**config.mk**
```make
export PLATFORM = sky130hd
export DESIGN_NAME = pcfi_ctrl
export DESIGN_NICKNAME = d
export VERILOG_FILES = /design/src/hdl/pcfi_pkg.sv /design/src/hdl/pcfi_ctrl.sv
export VERILOG_INCLUDE_DIRS = /design/src /design/src/hdl
export SDC_FILE = /design/constraint.sdc
export NUM_CORES = 1
export LEC_CHECK = 0
export BUFFER_PORTS_ARGS = -buffer_cell sky130_fd_sc_hd__buf_2
export CAP_MARGIN = 20
export CORE_AREA = 10 10 47 49
export DETAILED_ROUTE_END_ITERATION = 6
export DIE_AREA = 0 0 57 59
export PLACE_DENSITY = 0.43
export SETUP_SLACK_MARGIN = 0.02
export SYNTH_ARGS = -nofsm -noshare
export SYNTH_HDL_FRONTEND = slang
export SYNTH_SLANG_ARGS = --single-unit
```
**constraint.sdc**
```tcl
create_clock -name aclk -period 1.1 [get_ports aclk]
set_input_delay 0 -clock aclk [delete_from_list [all_inputs] [get_ports aclk]]
set_output_delay 0 -clock aclk [all_outputs]
set_load 0.02 [all_outputs]
```
**src/hdl/assert_macros.svh**
```systemverilog
// assertion helpers shared by the palette block
`ifndef ASSERT_MACROS_SVH
`define ASSERT_MACROS_SVH

`ifndef SYNTH

`define PCFI_ASSERT(lbl, clk, rstn, prop, msg) \
    lbl: assert property (@(posedge clk) disable iff (!rstn) prop) else $error(msg);

`define PCFI_ASSERT_ALWAYS(lbl, clk, prop, msg) \
    lbl: assert property (@(posedge clk) prop) else $error(msg);

`else

`define PCFI_ASSERT(lbl, clk, rstn, prop, msg)

`define PCFI_ASSERT_ALWAYS(lbl, clk, prop, msg)

`endif

`endif

```
**src/hdl/pcfi_pkg.sv**
```systemverilog
package pcfi_pkg;

    localparam int PAL_ENTRIES_DEFAULT = 256;

    localparam int COLOUR_W = 24;
    localparam int INDEX_W  = 8;
    localparam int STATUS_W = 2;
    localparam int USED_W   = 9;
    localparam int S_TDATA_W = COLOUR_W;
    localparam int M_TDATA_W = 24;

    typedef enum logic {
        OP_FIND  = 1'b0,
        OP_CLEAR = 1'b1
    } op_t;

    typedef enum logic [STATUS_W-1:0] {
        RES_FOUND   = 2'd0,
        RES_ADDED   = 2'd1,
        RES_FULL    = 2'd2,
        RES_CLEARED = 2'd3
    } res_code_t;

    typedef struct packed {
        logic      load;
        logic      scan;
        logic      commit;
        res_code_t code;
    } pcfi_cmd_t;

    typedef struct packed {
        logic op_clear;
        logic match;
        logic scan_done;
        logic full;
        logic out_free;
    } pcfi_sts_t;

endpackage

```
**src/hdl/pcfi_ctrl.sv**
```systemverilog
`include "assert_macros.svh"

module pcfi_ctrl (
    input  logic               aclk,
    input  logic               aresetn,
    input  logic               s_tvalid,
    output logic               s_tready,
    input  pcfi_pkg::pcfi_sts_t sts,
    output pcfi_pkg::pcfi_cmd_t cmd
);
    import pcfi_pkg::*;

    typedef enum logic [1:0] {
        S_IDLE = 2'b01,
        S_SCAN = 2'b10
    } state_t;

    state_t state_reg;
    state_t state_next;
    logic   decided;

    always_comb begin
        decided    = sts.op_clear || sts.match || sts.scan_done;
        cmd.load   = 1'b0;
        cmd.scan   = 1'b0;
        cmd.commit = 1'b0;
        cmd.code   = RES_FULL;
        state_next = state_reg;
        s_tready   = 1'b0;

        if (sts.op_clear) begin
            cmd.code = RES_CLEARED;
        end else if (sts.match) begin
            cmd.code = RES_FOUND;
        end else if (sts.full) begin
            cmd.code = RES_FULL;
        end else begin
            cmd.code = RES_ADDED;
        end

        case (state_reg)
            S_IDLE: begin
                s_tready = 1'b1;
                if (s_tvalid) begin
                    cmd.load   = 1'b1;
                    state_next = S_SCAN;
                end
            end
            S_SCAN: begin
                cmd.scan = !decided;
                if (decided && sts.out_free) begin
                    cmd.commit = 1'b1;
                    state_next = S_IDLE;
                end
            end
            default: begin
                state_next = S_IDLE;
            end
        endcase
    end

    always_ff @(posedge aclk) begin
        if (!aresetn) begin
            state_reg <= S_IDLE;
        end else begin
            state_reg <= state_next;
        end
    end

    `PCFI_ASSERT(a_commit_needs_room, aclk, aresetn, cmd.commit |-> sts.out_free, "result lost")
    `PCFI_ASSERT(a_load_starts_scan, aclk, aresetn, cmd.load |=> (state_reg == S_SCAN), "no scan after load")
    `PCFI_ASSERT(a_no_scan_and_commit, aclk, aresetn, !(cmd.scan && cmd.commit), "scan during commit")

endmodule

```
-- Yosys cells after proc, flatten, opt, wreduce, memory -nomap -nowiden
Cells that the tools add are included.
W data, S select, Z words.
- bits of input ports: 8
- logic and storage cells: 21
- output and inout port bits: 6
- bits in registers: 2
- reductions and logical operators: 5
- mux-type cells: 11
- equal/unequal tests: 4
- operators with widths (operator ; count):
    $mux W2 ; 6
    $mux W1 ; 4
    $ne A2 B2 Y1 const B ; 2
    $pmux W2 S2 ; 1
    $eq A2 B1 Y1 const B ; 1
    $eq A2 B2 Y1 const B ; 1
    $logic_or A1 B1 Y1 ; 2
    $reduce_and A2 Y1 ; 1
    $logic_and A1 B1 Y1 ; 1
    $logic_not A1 Y1 ; 1

-- Depth between registers and ports, before layout
Gate-level depths: netlist of the first run.
- depth in word-level cells: 5
- mapped depth: 2
- depth with buffers taken out: 2

-- Least setup slack after synthesis of the first run
No wires, ideal clock.
- path type: flip-flop to output port
- start: register state_reg[0]
- end: output port cmd[2] (netlist name)
- required time: 1.100 ns
- buffers on the path: 0
- stages on the path, launching flop included: 3
- setup slack: 0.122 ns
- arrival: 0.978 ns
- cells stage by stage: dfxtp_1 nand2b_1 nor3b_1
- RTL lines (element ; RTL line ; RTL):
    start: declaration ; pcfi_ctrl.sv:18 ; state_t state_reg;
    start signal: assignment ; pcfi_ctrl.sv:66 ; state_reg <= state_next;
    end: declaration ; pcfi_ctrl.sv:9 ; output pcfi_pkg::pcfi_cmd_t cmd

==> results of run 1 <==
[layer usage]
layer | global-route usage | share of wire
met1 | 0.0439 | 0.48
met2 | 0.0310 | 0.28
met3 | 0.0472 | 0.24
met4 | 0.0403 | 0
met5 | 0 | 0
[tightest hold or removal path: stages]
cell	delay [ps]
buf_2	100
and3b_1	180
a211oi_1	80
[per-stage QoR]
step | utilization | cell area [µm²] | hold slack, ps
finish | 0.194 | 272 | 182
global placement | 0.165 | 231 | 300
global route | 0.194 | 272 | 206
floorplan | - | 146 | 130
detailed placement | 0.165 | 231 | 302
CTS | 0.188 | 264 | 167
[synthesized netlist by cell type (all sizes together)]
| cell type | number |
|---|---|
| o21bai | 1 |
| a211oi | 1 |
| nor3b | 1 |
| dfxtp | 2 |
| a211o | 1 |
| nand2b | 1 |
| and2 | 1 |
| nor2b | 1 |
| a21o | 1 |
| nor3 | 1 |
| and4bb | 1 |
| and4b | 1 |
| and2b | 1 |
| inv | 1 |
| and3b | 1 |
[cell families (layout without fill, tap and decap cells)]
group / Yosys count / count (layout) / share of synthesized area
simple gates: 9 / 9 / 0.487
compound gates: 4 / 4 / 0.214
buf+inv: 1 / 17 / 0.0256
flops: 2 / 2 / 0.274
[what timing repair did]
item	in CTS	in global routing
hold buffers	0	0
setup endpoints to repair	2	2
resized for setup	4	2
pin swaps	0	1
[cell type report]
cell class | instances | area (µm²)
tap | 16 | 20.0
sequential | 2 | 41.3
inverter | 1 | 3.75
multi-input combinational | 13 | 110
timing repair buffer | 13 | 73.8
clock buffer | 3 | 22.5
fill | 160 | 1130
[power breakdown]
part	total, µW	switching [µW]	internal (µW)	leakage (µW)
sequential	83.7	4.43	79.3	0.0000169
clock	161	40.7	120	0.0000138
combinational	83.0	41.2	41.9	0.000110
total	328	86.2	241	0.000140
[final timing paths]
check	start	endpoint	slack [ps]	cells after the start
setup reg to reg	state_reg[0]	state_reg[1]	160	2
hold reg to reg	state_reg[1]	state_reg[0]	650	2
hold / removal	aresetn	state_reg[0]	180	3
setup / recovery	state_reg[1]	cmd[4]	70	3
[placed cells by master, fill, tap and decap left out]
| cell | synthesis | final |
|---|---|---|
| buf_2 | 0 | 11 |
| clkbuf_4 | 0 | 3 |
| and2b_2 | 1 | 1 |
| nor3_1 | 1 | 1 |
| nand2b_1 | 1 | 1 |
| nor3b_2 | 0 | 1 |
| and2_4 | 0 | 1 |
| nor2b_1 | 1 | 1 |
| inv_1 | 1 | 1 |
| a21o_1 | 1 | 1 |
| and3b_1 | 1 | 1 |
| and4b_1 | 1 | 1 |
| and4bb_2 | 1 | 1 |
| a211oi_1 | 1 | 1 |
| a211o_1 | 1 | 1 |
| o21bai_1 | 1 | 1 |
| buf_4 | 0 | 1 |
| buf_6 | 0 | 1 |
| dfxtp_1 | 2 | 1 |
| dfxtp_2 | 0 | 1 |
==> qor.yml, run 1 <==
place_inst: 45
start_kind: "flop"
fin_cells: 48
dr.pass1.iters: 3
ys_ff_latch: 2
synth_top_area_frac: 0.274
ys_seq_area_frac: 0.274
drc: 0
htreeDepth: 1
finalMaxSlewViolations: 0
cts_tree: "done"
synth_area_leaders: "dfxtp_1 (27%), and4bb_2 (8.5%), and4b_1 (6.8%), a211o_1 (6.0%), and2b_2 (6.0%)"
grt_max_degree: 6
drv_cap: 0
power.density_mw_per_mm2: 1210
cts_inserted_buffers: 3
avgSynthCellArea_um2: 9.15
worst-path-max-fanout: 5
clk_pin_slew_ps: 30
path_cells: "and2b_2, and2_4, buf_6"
hold_viol_final: 0
post-route-period-util: 0.937
grt_use_total: 0.0393
yosys.cell_types.count: 15
cts.path.max_buffers: 2
critical_path_required_ps: 1100
viasPerCell: 3.79
vdd_drop_max_mv: 0.228
p_total_uw: 328
worstSetupPathType: "reg -> out"
num_rows: 14
die_area_mm2: 0.00336
period_needed_ps: 1030
final_net_count: 42
antenna_found_initial: 0
num_vias: 182
synth_fp_nets: 24
fin_skew_ps: 5.49
post_drt_wl_per_cell_um: 12.5
diodes: 0
wl_um: 602
worst_ep_arrival_time_ps: 1030
synthToLayoutAreaGrowth_pct: 85.5
crit_path_max_incr_delay_ps: 330
setup_viol: 0
first_global_vias: 207
path_buf_inv: 1
start_util: 0.104
die_width_um: 57
cts_setup_buffers: 0
dr.first_iter.drc_count: 3
synth_warnings: 0
fmax_mhz: 970
status: "finished, final reports clean"
cp-end-kind: "primary output"
finalSetupTns_ps: 0
ant_nets: 0
fin_ws_ps: 69.6
worstMarginPinSlew_ps: 453
layout-drive-gt1-share: 0.656
gp_congestion: 0.606
num_io_pins: 14
die_h_um: 59
root_buffer: "clkbuf_4"
place_ws_ps: 151
cpLargestDelayFamily: "simple AND/OR/NAND/NOR gates"
synth_area_leader_cell: "dfxtp_1"
portBuffers: 13
min_path_type: "in -> reg"
cts.sinks: 2
leakage_uw: 0.000140
largest_reg_flops: 2
coreArea_mm2: 0.00140
cpMaxStageDelayCell: "dfxtp_2"
rsz0062_at_grt: "true"
grt-ovfl-total: 0
grt_first_pass_wirelength_um: 966
insertion_delay_ps: 220
syn_inst: 16
syn_area_um2: 146
slew_headroom: 0.695
Power figures use the tool's default switching activity.
==> run 2, diff against run 1 <==
CTS_BUF_LIST = sky130_fd_sc_hd__clkbuf_8 sky130_fd_sc_hd__clkbuf_16   (was default)
==> qor.yml, run 2 (synthesized netlist as in run 1, its figures left out) <==
setup_viol: 0  # unchanged
period_needed_ps: 1030  # about the same
grt_first_pass_wirelength_um: 966  # unchanged
power.density_mw_per_mm2: 1540  # was 1210 mW/mm²
layout_common_cells: "buf_2 (11), clkbuf_8 (3)"  # was buf_2 (11), clkbuf_4 (3)
num_vias: 179  # was 182
grt_max_degree: 6  # unchanged
antenna_found_initial: 0  # unchanged
clk_pin_slew_ps: 30  # about the same
synthToLayoutAreaGrowth_pct: 98.3  # was 85.5%
r2r-start: "state_reg[0]"  # unchanged
vdd_drop_max_mv: 0.645  # was 0.228 mV
hold_start: "aresetn"  # unchanged
grt-ovfl-total: 0  # unchanged
viasPerCell: 3.73  # was 3.79
cts_inserted_buffers: 3  # unchanged
dr.pass1.iters: 3  # unchanged
coreArea_mm2: 0.00140  # unchanged
multi_input_area_um2: 110  # unchanged
final_common_cell: "buf_2"  # unchanged
ant_nets: 0  # unchanged
cts_setup_buffers: 0  # unchanged
num_io_pins: 14  # unchanged
path_buf_inv: 1  # unchanged
dr.first_iter.drc_count: 1  # was 3
startpoint: "state_reg[1]"  # unchanged
cpLargestDelayFamily: "simple AND/OR/NAND/NOR gates"  # unchanged
status: "finished, final reports clean"  # unchanged
die_area_mm2: 0.00336  # unchanged
worst_ep_arrival_time_ps: 1030  # about the same
crit_path_max_incr_delay_ps: 330  # about the same
cts_tree: "done"  # unchanged
cts.path.max_buffers: 2  # unchanged
slew_headroom: 0.695  # about the same
fin_area_um2: 290  # was 272 µm²
gp_congestion: 0.606  # unchanged
rsz0062_at_grt: "false"  # was true
diodes: 0  # unchanged
cp-end-kind: "primary output"  # unchanged
drv_cap: 0  # unchanged
first_global_vias: 210  # was 207
drc: 0  # unchanged
cts.sinks: 2  # unchanged
htreeDepth: 1  # unchanged
insertion_delay_ps: 210  # was 220 ps
placed_area_um2: 231  # unchanged
path_cells: "and2b_2, and2_4, buf_6"  # unchanged
hold_viol_final: 0  # unchanged
worstSetupPathType: "reg -> out"  # unchanged
cpMaxStageDelayCell: "dfxtp_2"  # unchanged
start_kind: "flop"  # unchanged
portBuffers: 13  # unchanged
min_path_type: "in -> reg"  # unchanged
fin_skew_ps: 1.20  # was 5.49 ps
post-route-period-util: 0.937  # about the same
wl_um: 593  # was 602 µm
seqCellArea_um2: 41.3  # unchanged
worst-path-max-fanout: 5  # unchanged
finalSetupTns_ps: 0  # unchanged
grt_use_total: 0.0393  # unchanged
die_h_um: 59  # unchanged
finalMaxSlewViolations: 0  # unchanged
largest_reg_flops: 2  # unchanged
post_drt_wl_per_cell_um: 12.4  # was 12.5 µm
layout-drive-gt1-share: 0.656  # unchanged
start_util: 0.104  # unchanged
worstMarginPinSlew_ps: 454  # was 453 ps
die_width_um: 57  # unchanged
n_fill_cell: 163  # was 160
root_buffer: "clkbuf_8"  # was clkbuf_4
num_rows: 14  # unchanged
fmax_mhz: 971  # was 970 MHz
fin_util: 0.207  # was 0.194
final_net_count: 42  # unchanged
critical_path_required_ps: 1100  # about the same
leakage_uw: 0.000148  # was 0.000140 µW
## run 2: routing by layer
metal / routed length (µm) / global-route usage / vias to the layer above
li1: - / - / 92
met1: 286 / 0.0439 / 73
met2: 157 / 0.0310 / 14
met3: 149 / 0.0472 / 0
met4: 0 / 0.0403 / 0
met5: 0 / 0 / -
## run 2: through the flow
stage               power, µW  setup WS (ps)  cells  hold slack (ps)
floorplan                 125            122     16              130
global placement          159            160     45              300
detailed placement        159            151     45              302
finish                    448           69.8     48              196
global route              480           20.3     48              228
CTS                       449           39.3     48              188
## run 2: final cells by class
cell class,count,area share
clock buffer,3,0.142
sequential,2,0.142
inverter,1,0.0129
multi-input combinational,13,0.379
timing repair buffer,13,0.254
tap,16,0.0690
## run 2: final timing paths
path	end	slack, ps	cells past startpoint
max	cmd[4]	70	3
min reg2reg	state_reg[0]	650	2
min	state_reg[0]	200	3
max reg2reg	state_reg[1]	150	2
## run 2: timing repair
item                                   in CTS  in global routing
endpoints found under the hold margin       0                  0
hold buffers                                0                  0
setup endpoints to repair                   1                  2
resized for setup                           1                  5
## run 2: power breakdown
group	switching (µW)	total (µW)	internal [µW]
registers	4.43	83.8	79.4
logic	41.2	83.1	41.9
clock network	50.6	281	231
## run 2: worst reg2reg max path, delay by kind of cell, from the launching register on
kind,cells,cell delay (ps)
AOI/OAI and AO/OA,1,290
DFF,1,340
and+or+nand+nor,1,200
